===== src/rtl/pba_pkg.sv =====
// Shared constants, codes and controller/datapath interface types of the page allocator.
`default_nettype none

package pba_pkg;

    localparam int BITMAP_WORDS_DEF = 64;
    localparam int PAGE_SHIFT_DEF   = 12;
    localparam int WORD_BITS_DEF    = 64;

    localparam int ADDR_W    = 48;
    localparam int COUNT_W   = 13;
    localparam int REG_IDX_W = 1;

    localparam logic [COUNT_W-1:0] COUNT_MAX = '1;

    localparam logic [REG_IDX_W-1:0] REG_MEMORY_BASE   = 1'b0;
    localparam logic [REG_IDX_W-1:0] REG_MANAGED_PAGES = 1'b1;

    localparam logic [1:0] ACT_ALLOC = 2'd0;
    localparam logic [1:0] ACT_FREE  = 2'd1;
    localparam logic [1:0] ACT_MARK  = 2'd2;

    localparam logic [1:0] STAT_OK       = 2'd0;
    localparam logic [1:0] STAT_NO_PAGE  = 2'd1;
    localparam logic [1:0] STAT_MISALIGN = 2'd2;
    localparam logic [1:0] STAT_RANGE    = 2'd3;

    typedef enum logic [3:0] {
        S_CLEAR,
        S_IDLE,
        S_SETUP1,
        S_SETUP2,
        S_DISPATCH,
        S_DIV1,
        S_DIV2,
        S_WALK_RD,
        S_WALK_WR,
        S_SCAN,
        S_ADDR,
        S_FINISH
    } state_t;

    typedef struct packed {
        logic       clear_word;
        logic       capture;
        logic       div_mp;
        logic       setup;
        logic       range_free;
        logic       range_mark;
        logic       div_start;
        logic       div_fix;
        logic       scan_start;
        logic       scan_next;
        logic       scan_take;
        logic       make_addr;
        logic       walk_write;
        logic       set_status;
        logic [1:0] status_code;
        logic       load_out;
    } cmd_t;

    typedef struct packed {
        logic       clear_last;
        logic [1:0] action;
        logic       misaligned;
        logic       below_base;
        logic       free_oor;
        logic       mark_empty;
        logic       no_words;
        logic       word_full;
        logic       scan_last;
        logic       walk_last;
        logic       out_free;
    } sts_t;

endpackage

`default_nettype wire


===== src/rtl/pba_ctrl.sv =====
// Sequencing state machine of the page allocator.
`default_nettype none

module pba_ctrl (
    input  wire logic          clk,
    input  wire logic          rst_n,
    input  wire logic          in_valid,
    output logic               in_stall,
    input  wire pba_pkg::sts_t sts,
    output pba_pkg::cmd_t      cmd
);
    import pba_pkg::*;

    state_t state_reg;
    state_t state_next;

    always_ff @(posedge clk or negedge rst_n)
    begin
        if (!rst_n)
        begin
            state_reg <= S_CLEAR;
        end
        else
        begin
            state_reg <= state_next;
        end
    end

    always_comb
    begin
        state_next = state_reg;
        case (state_reg)
            S_CLEAR:
            begin
                if (sts.clear_last)
                begin
                    state_next = S_IDLE;
                end
            end
            S_IDLE:
            begin
                if (in_valid)
                begin
                    state_next = S_SETUP1;
                end
            end
            S_SETUP1:   state_next = S_SETUP2;
            S_SETUP2:   state_next = S_DISPATCH;
            S_DISPATCH:
            begin
                case (sts.action)
                    ACT_ALLOC:
                    begin
                        state_next = sts.no_words ? S_FINISH : S_SCAN;
                    end
                    ACT_FREE:
                    begin
                        if (sts.misaligned || sts.below_base || sts.free_oor)
                        begin
                            state_next = S_FINISH;
                        end
                        else
                        begin
                            state_next = S_DIV1;
                        end
                    end
                    ACT_MARK:
                    begin
                        if (sts.below_base || sts.mark_empty)
                        begin
                            state_next = S_FINISH;
                        end
                        else
                        begin
                            state_next = S_DIV1;
                        end
                    end
                    default:    state_next = S_FINISH;
                endcase
            end
            S_DIV1:     state_next = S_DIV2;
            S_DIV2:     state_next = S_WALK_RD;
            S_WALK_RD:  state_next = S_WALK_WR;
            S_WALK_WR:
            begin
                state_next = sts.walk_last ? S_FINISH : S_WALK_RD;
            end
            S_SCAN:
            begin
                if (!sts.word_full)
                begin
                    state_next = S_ADDR;
                end
                else if (sts.scan_last)
                begin
                    state_next = S_FINISH;
                end
            end
            S_ADDR:     state_next = S_FINISH;
            S_FINISH:
            begin
                if (sts.out_free)
                begin
                    state_next = S_IDLE;
                end
            end
            default:    state_next = S_CLEAR;
        endcase
    end

    always_comb
    begin
        cmd      = '0;
        in_stall = (state_reg != S_IDLE);
        case (state_reg)
            S_CLEAR:    cmd.clear_word = 1'b1;
            S_IDLE:     cmd.capture    = in_valid;
            S_SETUP1:   cmd.div_mp     = 1'b1;
            S_SETUP2:   cmd.setup      = 1'b1;
            S_DISPATCH:
            begin
                case (sts.action)
                    ACT_ALLOC:
                    begin
                        if (sts.no_words)
                        begin
                            cmd.set_status  = 1'b1;
                            cmd.status_code = STAT_NO_PAGE;
                        end
                        else
                        begin
                            cmd.scan_start = 1'b1;
                        end
                    end
                    ACT_FREE:
                    begin
                        if (sts.misaligned)
                        begin
                            cmd.set_status  = 1'b1;
                            cmd.status_code = STAT_MISALIGN;
                        end
                        else if (sts.below_base || sts.free_oor)
                        begin
                            cmd.set_status  = 1'b1;
                            cmd.status_code = STAT_RANGE;
                        end
                        else
                        begin
                            cmd.range_free = 1'b1;
                        end
                    end
                    ACT_MARK:
                    begin
                        if (sts.below_base)
                        begin
                            cmd.set_status  = 1'b1;
                            cmd.status_code = STAT_RANGE;
                        end
                        else if (!sts.mark_empty)
                        begin
                            cmd.range_mark = 1'b1;
                        end
                    end
                    default:    cmd.set_status = 1'b0;
                endcase
            end
            S_DIV1:     cmd.div_start  = 1'b1;
            S_DIV2:     cmd.div_fix    = 1'b1;
            S_WALK_WR:  cmd.walk_write = 1'b1;
            S_SCAN:
            begin
                if (!sts.word_full)
                begin
                    cmd.scan_take = 1'b1;
                end
                else if (sts.scan_last)
                begin
                    cmd.set_status  = 1'b1;
                    cmd.status_code = STAT_NO_PAGE;
                end
                else
                begin
                    cmd.scan_next = 1'b1;
                end
            end
            S_ADDR:     cmd.make_addr = 1'b1;
            S_FINISH:   cmd.load_out  = sts.out_free;
            default:    cmd = '0;
        endcase
    end

endmodule

`default_nettype wire


===== config.mk =====
export PLATFORM = sky130hd
export DESIGN_NAME = pba_ctrl
export DESIGN_NICKNAME = d
export VERILOG_FILES = /design/src/rtl/pba_pkg.sv /design/src/rtl/pba_ctrl.sv
export SDC_FILE = /design/constraint.sdc
export NUM_CORES = 1
export LEC_CHECK = 0
export BUFFER_PORTS_ARGS = -buffer_cell sky130_fd_sc_hd__buf_2
export CORE_MARGIN = 1.5
export CORE_UTILIZATION = 30
export CTS_CLUSTER_DIAMETER = 120
export DETAILED_ROUTE_END_ITERATION = 16
export GPL_ROUTABILITY_DRIVEN = 0
export PLACE_DENSITY_LB_ADDON = 0.12
export SLEW_MARGIN = 20
export SYNTH_ARGS = -nofsm -noshare
export SYNTH_HDL_FRONTEND = slang
export SYNTH_SLANG_ARGS = --single-unit

===== constraint.sdc =====
create_clock -name clk -period 2.65 [get_ports clk]
set_clock_uncertainty 0.15 [all_clocks]
set_input_delay 0.6625 -clock clk [delete_from_list [all_inputs] [get_ports clk]]
set_output_delay 0.6625 -clock clk [all_outputs]
set_load 0.03 [all_outputs]

# After elaboration in Yosys (flattened, before gate mapping)
# Cells that the tools add are included.
# word_totals
out_inout_bits,18
ff_bits,4
wordCells,69
# classes
n_eq_ne,18
n_reduce_logical,7
muxes,43
# op_table
operator,count
$pmux W4 S12,1
$mux W4,8
$mux W1,21
$mux W3,6
$eq A4 B3 Y1 const B,4
$eq A4 B4 Y1 const B,4
$pmux W4 S3,1
$eq A4 B2 Y1 const B,2
$mux W2,3
$ne A2 B2 Y1 const B,3
$pmux W2 S3,1
$pmux W3 S2,1
$eq A4 B1 Y1 const B,1
$logic_not A4 Y1,1
$logic_or A1 B1 Y1,4
$ne A4 B1 Y1 const B,1
$reduce_and A4 Y1,1
$ne A3 B3 Y1 const B,1
$pmux W1 S3,1
$eq A2 B1 Y1 const B,1
$eq A2 B2 Y1 const B,1
$logic_not A2 Y1,1

# Depth between registers and ports, before layout
# depth
ltp_word,5
mapped_depth,5
mapped_depth_nobuf,4

# Worst setup path before layout
# No wires, ideal clock.
# synth_path
path_type,input -> output
from,input sts[7] (netlist bit)
to,output cmd[12] (netlist bit)
cell_stages,3
n_path_buf,0
slack_ns,-0.127
t_arrival_ns,1.965
path_cell_list,or2_2 > or3_1 > nor3_1
# synth_lines
element,line_no,source
"start, declared",pba_ctrl.sv:9,"input wire pba_pkg::sts_t sts,"
"end, declared",pba_ctrl.sv:10,output pba_pkg::cmd_t cmd

==> impl_metrics.tcl <==
set metrics [dict create \
    io_pins 33 \
    clkSinkCount 4 \
    rr_endpoint "state_reg[0]$_DFFE_PN0P_" \
    clk_pin_slew_ns 0.04 \
    power_density_nw_per_um2 949 \
    final_max_slew_viol_count 0 \
    ant_nets 0 \
    worst_slack_ns 0.0706 \
    slew_headroom 0.711 \
    power.leakage_nw 0.411 \
    layout_common_cells "31 x buf_2, 10 x nor2_1, 7 x nor3_1" \
    htreeDepth 1 \
    hold_violations 0 \
    yosysSeqAreaShare 0.177 \
    port_buffers 32 \
    first_global_vias 591 \
    cp-startpoint "sts[7]" \
    post-cts-setup-buffer-count 0 \
    worst-r2r-cell-count 5 \
    total_power_mw 0.760 \
    synth_ff_type "dfrtp_1" \
    status "completed" \
    slowest_stage "or3_1" \
    finalWirelength_um 1620 \
    fp-row-count 15 \
    worstSetupEndpoint "cmd[12]" \
    wl_per_cell_um 11.4 \
    ys.warnings.count 0 \
    yosys.cell_types.count 34 \
    first_pass_iters 4 \
    timing.fmax_ghz 0.388 \
    end_kind "output pin" \
    die_w_um 46.5 \
    finish.utilization 0.459 \
    vias_per_cell 5.08 \
    vias 722 \
    start_util 0.325 \
    area_growth_pct 41.3 \
    synth_edf_count 0 \
    ir_worst_vdd_uv 441 \
    path_max_fanout 5 \
    final_nets 134 \
    netlist_instances 83 \
    avgSynthCellArea_sq_um 6.83 \
    grt.overflow.total 0 \
    path_cells "buf_2, or2_2, or3_1, nor3_2, buf_4" \
    worstMarginPinSlew_ns 0.429 \
    syn_nets 98 \
    crit_path_max_incr_delay_ns 0.34 \
    placed_cell_area_sq_um 776 \
    grt_pass1_wl_um 2510 \
    ctsHoldBuffers 0 \
    die_area_sq_um 2160 \
    grt_max_degree 15 \
    final.period_utilization 0.973 \
    largest_reg_flops 4 \
    cts_root_buf "clkbuf_4" \
    pre_cts_slack_ns 0.0527 \
    rr_startpoint "state_reg[2]$_DFFE_PN0P_" \
    worstSetupPathType "primary input to output pin" \
    core_area_sq_um 1750 \
    mostFrequentLayoutCell "buf_2" \
    min_path_type "primary input to asynchronous set/reset pin" \
    track_usage 0.162 \
    cts_buffers 3 \
    final_area_sq_um 801 \
    mappedNetlistArea_sq_um 567 \
    dp_hpwl_um 1300 \
    worst_setup_path_start_kind "primary input" \
    antenna_cells 0 \
    drt_iter0_markers 11 \
    clk_path_buf_depth 2 \
    cts_tree "done" \
    antenna_found_initial 0 \
    period_minus_slack_ns 2.58 \
    crit_arrival_ns 1.77 \
    clk_latency_ns 0.24 \
    drc 0 \
    async_flop_share 1.00 \
    worstPathRequired_ns 1.84 \
    drv_cap 0 \
    rsz0062_at_grt "no" \
    regToRegSetupSlack_ns 0.66 \
    cts_resized 0 \
    drive_gt1_frac 0.410 \
    die_y_um 46.5 \
    setup_violations 0 \
    yosys_register_bits 4 \
]
-- critical path: cells and delay by family --
family	cells	cell delay (ns)
AND/OR/NAND/NOR	3	0.79
buffers and inverters	2	0.31
-- worst min path at each step --
stage / end / slack (ns) / from / depth (start not counted)
3_3_place_gp: state_reg[0]$_DFFE_PN0P_ / 0.32 / rst_n / 1
3_5_place_dp: state_reg[0]$_DFFE_PN0P_ / 0.32 / rst_n / 1
4_1_cts: state_reg[2]$_DFFE_PN0P_ / 0.06 / rst_n / 1
6_report: state_reg[3]$_DFFE_PN0P_ / 0.07 / rst_n / 1
2_1_floorplan: state_reg[0]$_DFFE_PN0P_ / 0.22 / rst_n / 0
5_1_grt: state_reg[2]$_DFFE_PN0P_ / 0.06 / rst_n / 1
-- cells by family after synthesis --
logic type      synth area share
compound gates             0.254
simple gates               0.472
mux                       0.0199
buf+inv                   0.0773
flops                      0.177
-- where the power goes --
group | internal (mW) | leakage, nW | switching (mW)
registers | 0.0895 | 0.0498 | 0.0487
clock network | 0.0506 | 0.0138 | 0.0248
logic | 0.224 | 0.348 | 0.323
-- synth_stat cells (2+ instances only) --
| cell | number | area [sq um] |
|---|---|---|
| a21oi_1 | 4 | 20.0 |
| and3_1 | 2 | 12.5 |
| buf_2 | 2 | 10.0 |
| clkbuf_1 | 3 | 11.3 |
| dfrtp_1 | 4 | 100 |
| inv_1 | 5 | 18.8 |
| nand2_1 | 3 | 11.3 |
| nand2b_1 | 4 | 25.0 |
| nand3_1 | 2 | 10.0 |
| nor2_1 | 10 | 37.5 |
| nor2b_1 | 5 | 31.3 |
| nor3_1 | 8 | 40.0 |
| nor4_1 | 2 | 12.5 |
| o21ai_0 | 3 | 15.0 |
| o21ba_2 | 2 | 20.0 |
| o32a_1 | 2 | 20.0 |
| or2_2 | 2 | 12.5 |
| or3_1 | 4 | 25.0 |
-- stage by stage --
step,std cells,TNS [ns],hold WS [ns]
final,142,0,0.0683
after global routing,142,0,0.0637
after CTS,142,0,0.0646
after detailed placement,139,0,0.319
after global placement,139,0,0.317
after floorplan,83,-0.150,0.217
-- layout make-up --
type / count / area, sq um
Clock buffer: 3 / 22.5
Fill cell: 192 / 945
Inverter: 5 / 18.8
Multi-Input combinational cell: 68 / 428
Sequential cell: 4 / 100
Tap cell: 25 / 31.3
Timing Repair Buffer: 37 / 200
-- routing by layer --
layer | wire length (um) | part of all wire | global-route usage
met3 | 123 | 0.076 | 0.0392
met2 | 694 | 0.43 | 0.236
met4 | 12 | 0.0074 | 0.0514
met1 | 790 | 0.49 | 0.232
met5 | 0 | 0 | 0
Power figures use the tool's default switching activity.
